**config.mk**
```make
export PLATFORM = sky130hd
export DESIGN_NAME = sorted_deadline_timer_queue
export DESIGN_NICKNAME = d
export VERILOG_FILES = /design/src/sdtq_pkg.sv /design/src/sdtq_ctrl.sv /design/src/sdtq_datapath.sv /design/src/sorted_deadline_timer_queue.sv
export VERILOG_INCLUDE_DIRS = /design/src /design/src/src
export SDC_FILE = /design/constraint.sdc
export NUM_CORES = 2
export LEC_CHECK = 0
export CORE_MARGIN = 2
export CORE_UTILIZATION = 60
export DETAILED_ROUTE_END_ITERATION = 8
export DONT_BUFFER_PORTS = 1
export PLACE_DENSITY_LB_ADDON = 0.3
export REMOVE_ABC_BUFFERS = 1
export SLEW_MARGIN = 40
export SYNTH_ARGS = -nofsm -noshare
export SYNTH_HDL_FRONTEND = slang
export SYNTH_SLANG_ARGS = --single-unit
```
**constraint.sdc**
```tcl
create_clock -name clk -period 17.34 [get_ports clk]
set_input_delay 5.202 -clock clk [delete_from_list [all_inputs] [get_ports clk]]
set_output_delay 5.202 -clock clk [all_outputs]
set_load 0.01 [all_outputs]
```
**src/assert_macros.svh**
```systemverilog
// assertion helpers shared by the rtl
`ifndef ASSERT_MACROS_SVH
`define ASSERT_MACROS_SVH

`ifndef SYNTH

`define SDTQ_ASSERT_IMPL(lbl, clk, rst_n, ante, cons) \
	lbl: assert property (@(posedge clk) disable iff (!rst_n) (ante) |-> (cons)) \
		else $error("implication failed");

`define SDTQ_ASSERT_NEVER(lbl, clk, rst_n, cond) \
	lbl: assert property (@(posedge clk) disable iff (!rst_n) !(cond)) \
		else $error("forbidden condition seen");

`else

`define SDTQ_ASSERT_IMPL(lbl, clk, rst_n, ante, cons)

`define SDTQ_ASSERT_NEVER(lbl, clk, rst_n, cond)

`endif

`endif

```
**src/sdtq_pkg.sv**
```systemverilog
package sdtq_pkg;

	localparam int QUEUE_DEPTH_DEF = 16;
	localparam int TAG_BITS_DEF    = 16;
	localparam int TIME_BITS_DEF   = 48;

	localparam int MAX_PER_TICK = 16;
	localparam int DELAY_W      = 32;
	localparam int TAG_W        = 16;

	typedef enum logic {
		OP_ADD  = 1'b0,
		OP_TICK = 1'b1
	} op_t;

	typedef enum logic [1:0] {
		ST_ACCEPTED = 2'd0,
		ST_FULL     = 2'd1,
		ST_ZERO     = 2'd2,
		ST_EXPIRED  = 2'd3
	} status_t;

	typedef enum logic [1:0] {
		S_IDLE,
		S_ADD,
		S_TICK
	} state_t;

	typedef struct packed {
		logic accept;
		logic add_done;
		logic pop;
	} cmd_t;

	typedef struct packed {
		logic head_due;
		logic last_pop;
		logic out_free;
	} sts_t;

endpackage

```
**src/sdtq_ctrl.sv**
```systemverilog
module sdtq_ctrl (
	input  logic          clk,
	input  logic          arst_n,
	input  logic          in_valid,
	output logic          in_ready,
	input  logic          opcode,
	input  sdtq_pkg::sts_t sts,
	output sdtq_pkg::cmd_t cmd
);

	sdtq_pkg::state_t state_q, state_d;

	always_ff @(posedge clk or negedge arst_n) begin
		if (!arst_n) begin
			state_q <= sdtq_pkg::S_IDLE;
		end else begin
			state_q <= state_d;
		end
	end

	always_comb begin
		state_d      = state_q;
		cmd.accept   = 1'b0;
		cmd.add_done = 1'b0;
		cmd.pop      = 1'b0;
		in_ready     = 1'b0;
		unique case (state_q)
			sdtq_pkg::S_IDLE: begin
				in_ready   = 1'b1;
				cmd.accept = in_valid;
				if (in_valid) begin
					state_d = (opcode == sdtq_pkg::OP_TICK) ? sdtq_pkg::S_TICK
						: sdtq_pkg::S_ADD;
				end
			end
			sdtq_pkg::S_ADD: begin
				if (sts.out_free) begin
					cmd.add_done = 1'b1;
					state_d      = sdtq_pkg::S_IDLE;
				end
			end
			sdtq_pkg::S_TICK: begin
				// drain due entries from the head, one per cycle while the output register is free
				if (!sts.head_due) begin
					state_d = sdtq_pkg::S_IDLE;
				end else if (sts.out_free) begin
					cmd.pop = 1'b1;
					if (sts.last_pop) begin
						state_d = sdtq_pkg::S_IDLE;
					end
				end
			end
			default: begin
				state_d = sdtq_pkg::S_IDLE;
			end
		endcase
	end

endmodule

```
**src/sdtq_datapath.sv**
```systemverilog
module sdtq_datapath #(
	parameter int QUEUE_DEPTH = sdtq_pkg::QUEUE_DEPTH_DEF,
	parameter int TAG_BITS    = sdtq_pkg::TAG_BITS_DEF,
	parameter int TIME_BITS   = sdtq_pkg::TIME_BITS_DEF
) (
	input  logic                         clk,
	input  logic                         arst_n,
	input  sdtq_pkg::cmd_t               cmd,
	output sdtq_pkg::sts_t               sts,
	input  logic                         opcode,
	input  logic [sdtq_pkg::DELAY_W-1:0] delay_usec,
	input  logic [sdtq_pkg::TAG_W-1:0]   timer_tag,
	output logic                         out_valid,
	input  logic                         out_ready,
	output logic [1:0]                   status,
	output logic [sdtq_pkg::TAG_W-1:0]   expired_tag,
	output logic                         last_of_run
);

	localparam int CNT_W = $clog2(QUEUE_DEPTH + 1);
	localparam int PC_W  = $clog2(sdtq_pkg::MAX_PER_TICK + 1);

	logic [TIME_BITS-1:0]        now_q;
	logic [TIME_BITS-1:0]        new_dl_q;
	logic                        zero_q;
	logic [sdtq_pkg::TAG_W-1:0]  tag_in_q;
	logic [CNT_W-1:0]            cnt_q;
	logic [PC_W-1:0]             pc_q;
	logic [TIME_BITS-1:0]        dl_q [QUEUE_DEPTH];
	logic [TAG_BITS-1:0]         tg_q [QUEUE_DEPTH];
	logic                        out_valid_q;
	sdtq_pkg::status_t           status_q;
	logic [sdtq_pkg::TAG_W-1:0]  tag_out_q;
	logic                        last_q;

	logic [QUEUE_DEPTH-1:0]      lt;
	logic [TIME_BITS-1:0]        ins_dl [QUEUE_DEPTH];
	logic [TAG_BITS-1:0]         ins_tg [QUEUE_DEPTH];
	logic                        full;
	logic                        due0;
	logic                        due1;
	logic                        do_insert;
	logic                        is_tick;

	assign is_tick   = (opcode == sdtq_pkg::OP_TICK);
	assign full      = (cnt_q == CNT_W'(QUEUE_DEPTH));
	assign do_insert = cmd.add_done && !zero_q && !full;
	assign due0      = (cnt_q != '0) && (dl_q[0] < now_q);
	assign due1      = (cnt_q > CNT_W'(1)) && (dl_q[1] < now_q);

	assign sts.head_due = due0;
	assign sts.last_pop = (pc_q == PC_W'(sdtq_pkg::MAX_PER_TICK - 1)) || !due1;
	assign sts.out_free = !out_valid_q || out_ready;

	// every cell compares against the new deadline; valid entries are a sorted prefix
	for (genvar i = 0; i < QUEUE_DEPTH; i++) begin : g_cell
		assign lt[i] = (CNT_W'(i) < cnt_q) && (dl_q[i] < new_dl_q);
		if (i == 0) begin : g_head
			always_comb begin
				ins_dl[i] = lt[i] ? dl_q[i] : new_dl_q;
				ins_tg[i] = lt[i] ? tg_q[i] : TAG_BITS'(tag_in_q);
			end
		end else begin : g_body
			always_comb begin
				if (lt[i]) begin
					ins_dl[i] = dl_q[i];
					ins_tg[i] = tg_q[i];
				end else if (lt[i-1]) begin
					ins_dl[i] = new_dl_q;
					ins_tg[i] = TAG_BITS'(tag_in_q);
				end else begin
					ins_dl[i] = dl_q[i-1];
					ins_tg[i] = tg_q[i-1];
				end
			end
		end
	end

	always_ff @(posedge clk or negedge arst_n) begin
		if (!arst_n) begin
			now_q       <= '0;
			cnt_q       <= '0;
			pc_q        <= '0;
			out_valid_q <= 1'b0;
		end else begin
			if (cmd.accept && is_tick) begin
				now_q <= now_q + TIME_BITS'(1);
			end
			if (cmd.accept) begin
				pc_q <= '0;
			end else if (cmd.pop) begin
				pc_q <= pc_q + PC_W'(1);
			end
			if (do_insert) begin
				cnt_q <= cnt_q + CNT_W'(1);
			end else if (cmd.pop) begin
				cnt_q <= cnt_q - CNT_W'(1);
			end
			if (cmd.add_done || cmd.pop) begin
				out_valid_q <= 1'b1;
			end else if (out_ready) begin
				out_valid_q <= 1'b0;
			end
		end
	end

	always_ff @(posedge clk) begin
		if (cmd.accept) begin
			new_dl_q <= now_q + TIME_BITS'(delay_usec);
			zero_q   <= (delay_usec == '0);
			tag_in_q <= timer_tag;
		end
		if (do_insert) begin
			for (int i = 0; i < QUEUE_DEPTH; i++) begin
				dl_q[i] <= ins_dl[i];
				tg_q[i] <= ins_tg[i];
			end
		end else if (cmd.pop) begin
			for (int i = 0; i < QUEUE_DEPTH - 1; i++) begin
				dl_q[i] <= dl_q[i+1];
				tg_q[i] <= tg_q[i+1];
			end
		end
		if (cmd.add_done) begin
			priority if (zero_q) begin
				status_q <= sdtq_pkg::ST_ZERO;
			end else if (full) begin
				status_q <= sdtq_pkg::ST_FULL;
			end else begin
				status_q <= sdtq_pkg::ST_ACCEPTED;
			end
			tag_out_q <= tag_in_q;
			last_q    <= 1'b1;
		end else if (cmd.pop) begin
			status_q  <= sdtq_pkg::ST_EXPIRED;
			tag_out_q <= sdtq_pkg::TAG_W'(tg_q[0]);
			last_q    <= sts.last_pop;
		end
	end

	assign out_valid   = out_valid_q;
	assign status      = status_q;
	assign expired_tag = tag_out_q;
	assign last_of_run = last_q;

endmodule

```
**src/sorted_deadline_timer_queue.sv**
```systemverilog
// sorted deadline timer queue
// input channel (in_valid/in_ready): one request per item, opcode add or tick.
//   add: delay_usec and timer_tag; deadline is the current microsecond count
//   plus the delay. tick: advances the count by one and expires due timers.
// output channel (out_valid/out_ready): status, expired_tag, last_of_run.
//   an add gives exactly one result; a tick gives zero to sixteen expiries,
//   earliest first, the final one marked with last_of_run.
// sequence: an add result is written to the output register from the add
//   state; a tick writes its first expiry from the tick state and the rest
//   after it. a tick with nothing due returns to idle without a result.
// throughput: one item at a time; the head-pop sequencer pops one entry a
//   cycle while the output register is free.
// the queue is a row of registers; an insert compares all cells at once and
//   shifts the later ones up, a pop shifts everything down.
// reset clears the time count, the entry count, the pop count and the output valid flag.
// when the receiver stalls, the result is held in the output register and the
//   sequencer waits; the next request is taken only after the current item.
`include "assert_macros.svh"

module sorted_deadline_timer_queue #(
	parameter int QUEUE_DEPTH = sdtq_pkg::QUEUE_DEPTH_DEF,
	parameter int TAG_BITS    = sdtq_pkg::TAG_BITS_DEF,
	parameter int TIME_BITS   = sdtq_pkg::TIME_BITS_DEF
) (
	input  logic                         clk,
	input  logic                         arst_n,
	input  logic                         in_valid,
	output logic                         in_ready,
	input  logic                         opcode,
	input  logic [sdtq_pkg::DELAY_W-1:0] delay_usec,
	input  logic [sdtq_pkg::TAG_W-1:0]   timer_tag,
	output logic                         out_valid,
	input  logic                         out_ready,
	output logic [1:0]                   status,
	output logic [sdtq_pkg::TAG_W-1:0]   expired_tag,
	output logic                         last_of_run
);

	sdtq_pkg::cmd_t cmd;
	sdtq_pkg::sts_t sts;

	sdtq_ctrl u_ctrl (
		.clk      (clk),
		.arst_n   (arst_n),
		.in_valid (in_valid),
		.in_ready (in_ready),
		.opcode   (opcode),
		.sts      (sts),
		.cmd      (cmd)
	);

	sdtq_datapath #(
		.QUEUE_DEPTH (QUEUE_DEPTH),
		.TAG_BITS    (TAG_BITS),
		.TIME_BITS   (TIME_BITS)
	) u_datapath (
		.clk         (clk),
		.arst_n      (arst_n),
		.cmd         (cmd),
		.sts         (sts),
		.opcode      (opcode),
		.delay_usec  (delay_usec),
		.timer_tag   (timer_tag),
		.out_valid   (out_valid),
		.out_ready   (out_ready),
		.status      (status),
		.expired_tag (expired_tag),
		.last_of_run (last_of_run)
	);

	`SDTQ_ASSERT_IMPL(a_pop_needs_due, clk, arst_n, cmd.pop, sts.head_due)
	`SDTQ_ASSERT_IMPL(a_write_needs_room, clk, arst_n, cmd.pop || cmd.add_done, sts.out_free)
	`SDTQ_ASSERT_NEVER(a_accept_while_busy, clk, arst_n, cmd.accept && (cmd.pop || cmd.add_done))
	`SDTQ_ASSERT_IMPL(a_result_follows_cmd, clk, arst_n, cmd.pop || cmd.add_done, ##1 out_valid)

endmodule
```
==> out/results.ini <==
[run_status]
status=finished, final reports clean

[setup_path]
reg2reg_slack_ns=10.93
crit_path_start=out_ready
endpoint=u_datapath.dl_q[0][436]$_DFFE_PP_
cp_max_fo=106
cp-end-kind=flop
path_depth=12
required_ns=17.76
rr_worst_depth=12
cp_top_family=buffers and inverters
worst_path_largest_cell_delay_ns=0.73
crit_type=in2reg
cpMostUsedCell=buf_4
crit_chain=nand2b_1 -> nand3b_1 -> buf_4 -> nor2_1 -> inv_1 -> a21oi_4 -> buf_12 -> buf_16 -> o211ai_1 -> buf_4 -> a21boi_4 -> buf_4
r2r-start=u_datapath.new_dl_q[29]$_DFFE_PP_
arrival_ns=8.98
crit_slowest_cell=buf_4
path_buf_inv=6
timing.rr.end=u_datapath.dl_q[0][652]$_DFFE_PP_
crit_path_start_kind=primary input

[floorplan]
dieArea_um2=131000
num_io_pins=74
die_h_um=362
start_util_pct=60.3
die_x_um=362
rows=131
core_area_um2=127000

[global_route]
antenna_found_initial=5
grt.total_usage_pct=33.1
first_global_vias=58775
gr-total-overflow=0
grt_pass1_wl_um=339000
grt_max_degree=256

[synth]
yosys_warnings=0
synth_largest_area_cell=edfxtp_1
synthCells=7248
synth-seq-cells=1169
avgSynthCellArea_um2=10.6
synth_top_area_share_pct=43.3
netlist-cell-type-count=81
yosys_most_used_dff=edfxtp_1
synth_edf_count=1107
synthArstFlopShare_pct=5.22
ys_seq_area_share_pct=45.3
syn-cell-area_um2=76700
ys_top_cells_by_area=edfxtp_1, ha_1, mux2i_1, nand2_1, o21ai_0

[clock_network]
ctsHoldBuffers=0
clkLatencyLatePin_ns=0.80
htree_levels=4
cts_setup_buffers=0
cts_resized=0
cts_root_buffer=clkbuf_16
clock_path_buffers=3
path_clk_slew_ns=0.06
clock-sinks=1169
numCtsBuffers=134
cts_tree=yes

[sta]
rsz0062_at_grt=false
maxSlewViolCount=0
finClkSkew_ns=0.0296
finalSetupViolCount=0
max_slew_margin_pct=26.8
hold_viol=0
fin_crit_ns=8.56
clock.fmax_ghz=0.117
fin_tns_setup_ns=0
setup_slack_ns=8.78
tightest_slew_ns=1.09
hold_ws_ns=0.517
fin_crit_sh_pct=49.4

[placed_design]
placed_cell_area_um2=78600
port_buffers=0
dp_hpwl_um=155000
gp_congestion=0.927
dpl.cell_count=8636
place_worst_setup_slack_ns=8.02

[final_layout]
final_cells=8887
n_fill_cell=9647
drive_gt1_share_pct=6.34
nNetsFinal=8049
multi_input_comb_area_um2=39900
syn_to_final_growth_pct=8.06
stdcell_area_um2=82900
regArea_um2=34800

[pwr]
ir_worst_vdd_mv=0.195
leakagePower_nw=33.8
powerDensity_nw_per_um2=196

[hold_path]
hold_class=reg2reg

[drt]
drt_first_pass_iters=8
viasPerCell=6.72
num_vias=59683
first_iter_violations=7068
drc_errors=0
wirelength_um=219000
post_drt_wl_per_cell_um=24.7
antenna_left=0

[flow_run]
drv_cap=0

[synth_stat cells, types with 7 or more instances]
cell / instances
edfxtp_1: 1107
nand2_1: 938
ha_1: 884
mux2i_1: 765
o21ai_0: 683
nor2_1: 405
a21oi_1: 395
clkbuf_1: 235
a21o_1: 207
nand4_1: 155
o21ai_1: 147
buf_2: 134
nand3_1: 129
inv_1: 123
o211ai_1: 103
xnor2_1: 86
or3_1: 72
o221ai_1: 67
mux2_2: 64
dfrtp_1: 61
nor3_1: 54
a211oi_1: 44
nor2b_1: 42
nand2b_1: 32
nor4_1: 27
buf_1: 21
a2111oi_0: 20
buf_4: 19
o21a_1: 19
mux2_1: 16
and3_1: 15
a221oi_1: 14
and4_1: 14
buf_6: 14
a31oi_1: 11
a211o_1: 10
o31ai_1: 10
xor2_1: 10
a221o_1: 8
o31a_1: 7
or4_1: 7
[cells by family (layout without fill, tap and decap cells)]
logic type,count (synthesis),after routing,synth area share [%]
buffers and inverters,549,522,3.14
adder cells (fa/ha/maj),885,885,14.4
AND/OR/NAND/NOR,1915,1915,11.1
flip-flops,1169,1169,45.3
other,0,4,0
XOR/XNOR,96,96,1.10
AO/OA/AOI/OAI,1789,1789,13.8
multiplexers,845,845,11.2
[state kept, by name (all words and copies together) (netlist names)]
register                flops
u_datapath.now_q           48
u_datapath.tag_in_q        16
u_ctrl.state_q              2
u_datapath.pc_q             5
u_datapath.cnt_q            5
u_datapath.status           2
u_datapath.out_valid        1
u_datapath.dl_q           768
u_datapath.new_dl_q        48
u_datapath.last_of_run      1
u_datapath.tg_q           256
u_datapath.expired_tag     16
u_datapath.zero_q           1
[per-layer routing]
metal	up-vias	global-route usage, %	part of all wire [%]
met1	29114	46.2	42
met4	11	14.2	4.2
li1	27113	-	-
met3	487	6.29	9.6
met5	-	0.629	0.078
met2	2958	50.6	44
[report_power, final]
group	internal [mW]	total [mW]	switching [mW]
Combinational	2.68	7.21	4.53
Clock	1.63	2.86	1.23
Sequential	5.06	6.15	1.08
Total	9.37	16.2	6.85
[per-stage QoR]
stage               utilization (%)  power (mW)
floorplan                         -        11.8
global placement               61.5        12.7
detailed placement             61.8        13.2
CTS                            65.2        16.1
global route                   65.2        17.1
finish                         65.2        16.2
[placed cells by master, fill, tap and decap left out, types with 15 or more instances in the layout]
cell type,synthesis,final
nand2_1,938,932
edfxtp_1,1107,1107
buf_4,19,120
o21ai_0,683,682
clkinv_1,0,27
buf_6,14,19
a2111oi_0,20,15
nand2b_1,32,32
o211ai_1,103,103
o221ai_1,67,67
inv_1,123,119
mux2_1,16,16
a211oi_1,44,43
mux2_2,64,64
nor2b_1,42,42
nor2_1,405,399
mux2i_1,765,765
ha_1,884,884
xnor2_1,86,86
clkbuf_1,235,40
nor4_1,27,27
o21ai_1,147,144
nand3_1,129,129
nor3_1,54,52
clkbuf_16,0,135
o21a_1,19,19
or3_1,72,71
a21o_1,207,206
nand4_1,155,155
dfrtp_1,61,61
a21oi_1,395,386
[layout make-up]
class / count / area share (%)
Multi-Input combinational cell: 5530 / 48.1
Sequential cell: 1169 / 42.0
Clock buffer: 178 / 4.30
Tap cell: 1662 / 2.51
Timing Repair Buffer: 153 / 1.66
Clock inverter: 68 / 0.896
Inverter: 123 / 0.558
Antenna cell: 4 / 0.0121
[how the worst min path moves through the flow]
stage | endpoint | slack, ns | start | cells after the start
floorplan | u_ctrl.state_q[0]$_DFFE_PN0P_ | 0.46 | u_ctrl.state_q[1]$_DFFE_PN0P_ | 1
global placement | u_datapath.pc_q[4]$_DFFE_PN0P_ | 0.48 | u_datapath.pc_q[4]$_DFFE_PN0P_ | 2
detailed placement | u_datapath.now_q[24]$_DFFE_PN0P_ | 0.50 | u_datapath.now_q[24]$_DFFE_PN0P_ | 1
CTS | u_datapath.now_q[24]$_DFFE_PN0P_ | 0.51 | u_datapath.now_q[24]$_DFFE_PN0P_ | 1
global route | u_datapath.now_q[4]$_DFFE_PN0P_ | 0.55 | u_datapath.now_q[4]$_DFFE_PN0P_ | 1
finish | u_datapath.now_q[24]$_DFFE_PN0P_ | 0.52 | u_datapath.now_q[24]$_DFFE_PN0P_ | 1
Note: power is estimated with default switching activity, not from simulation.
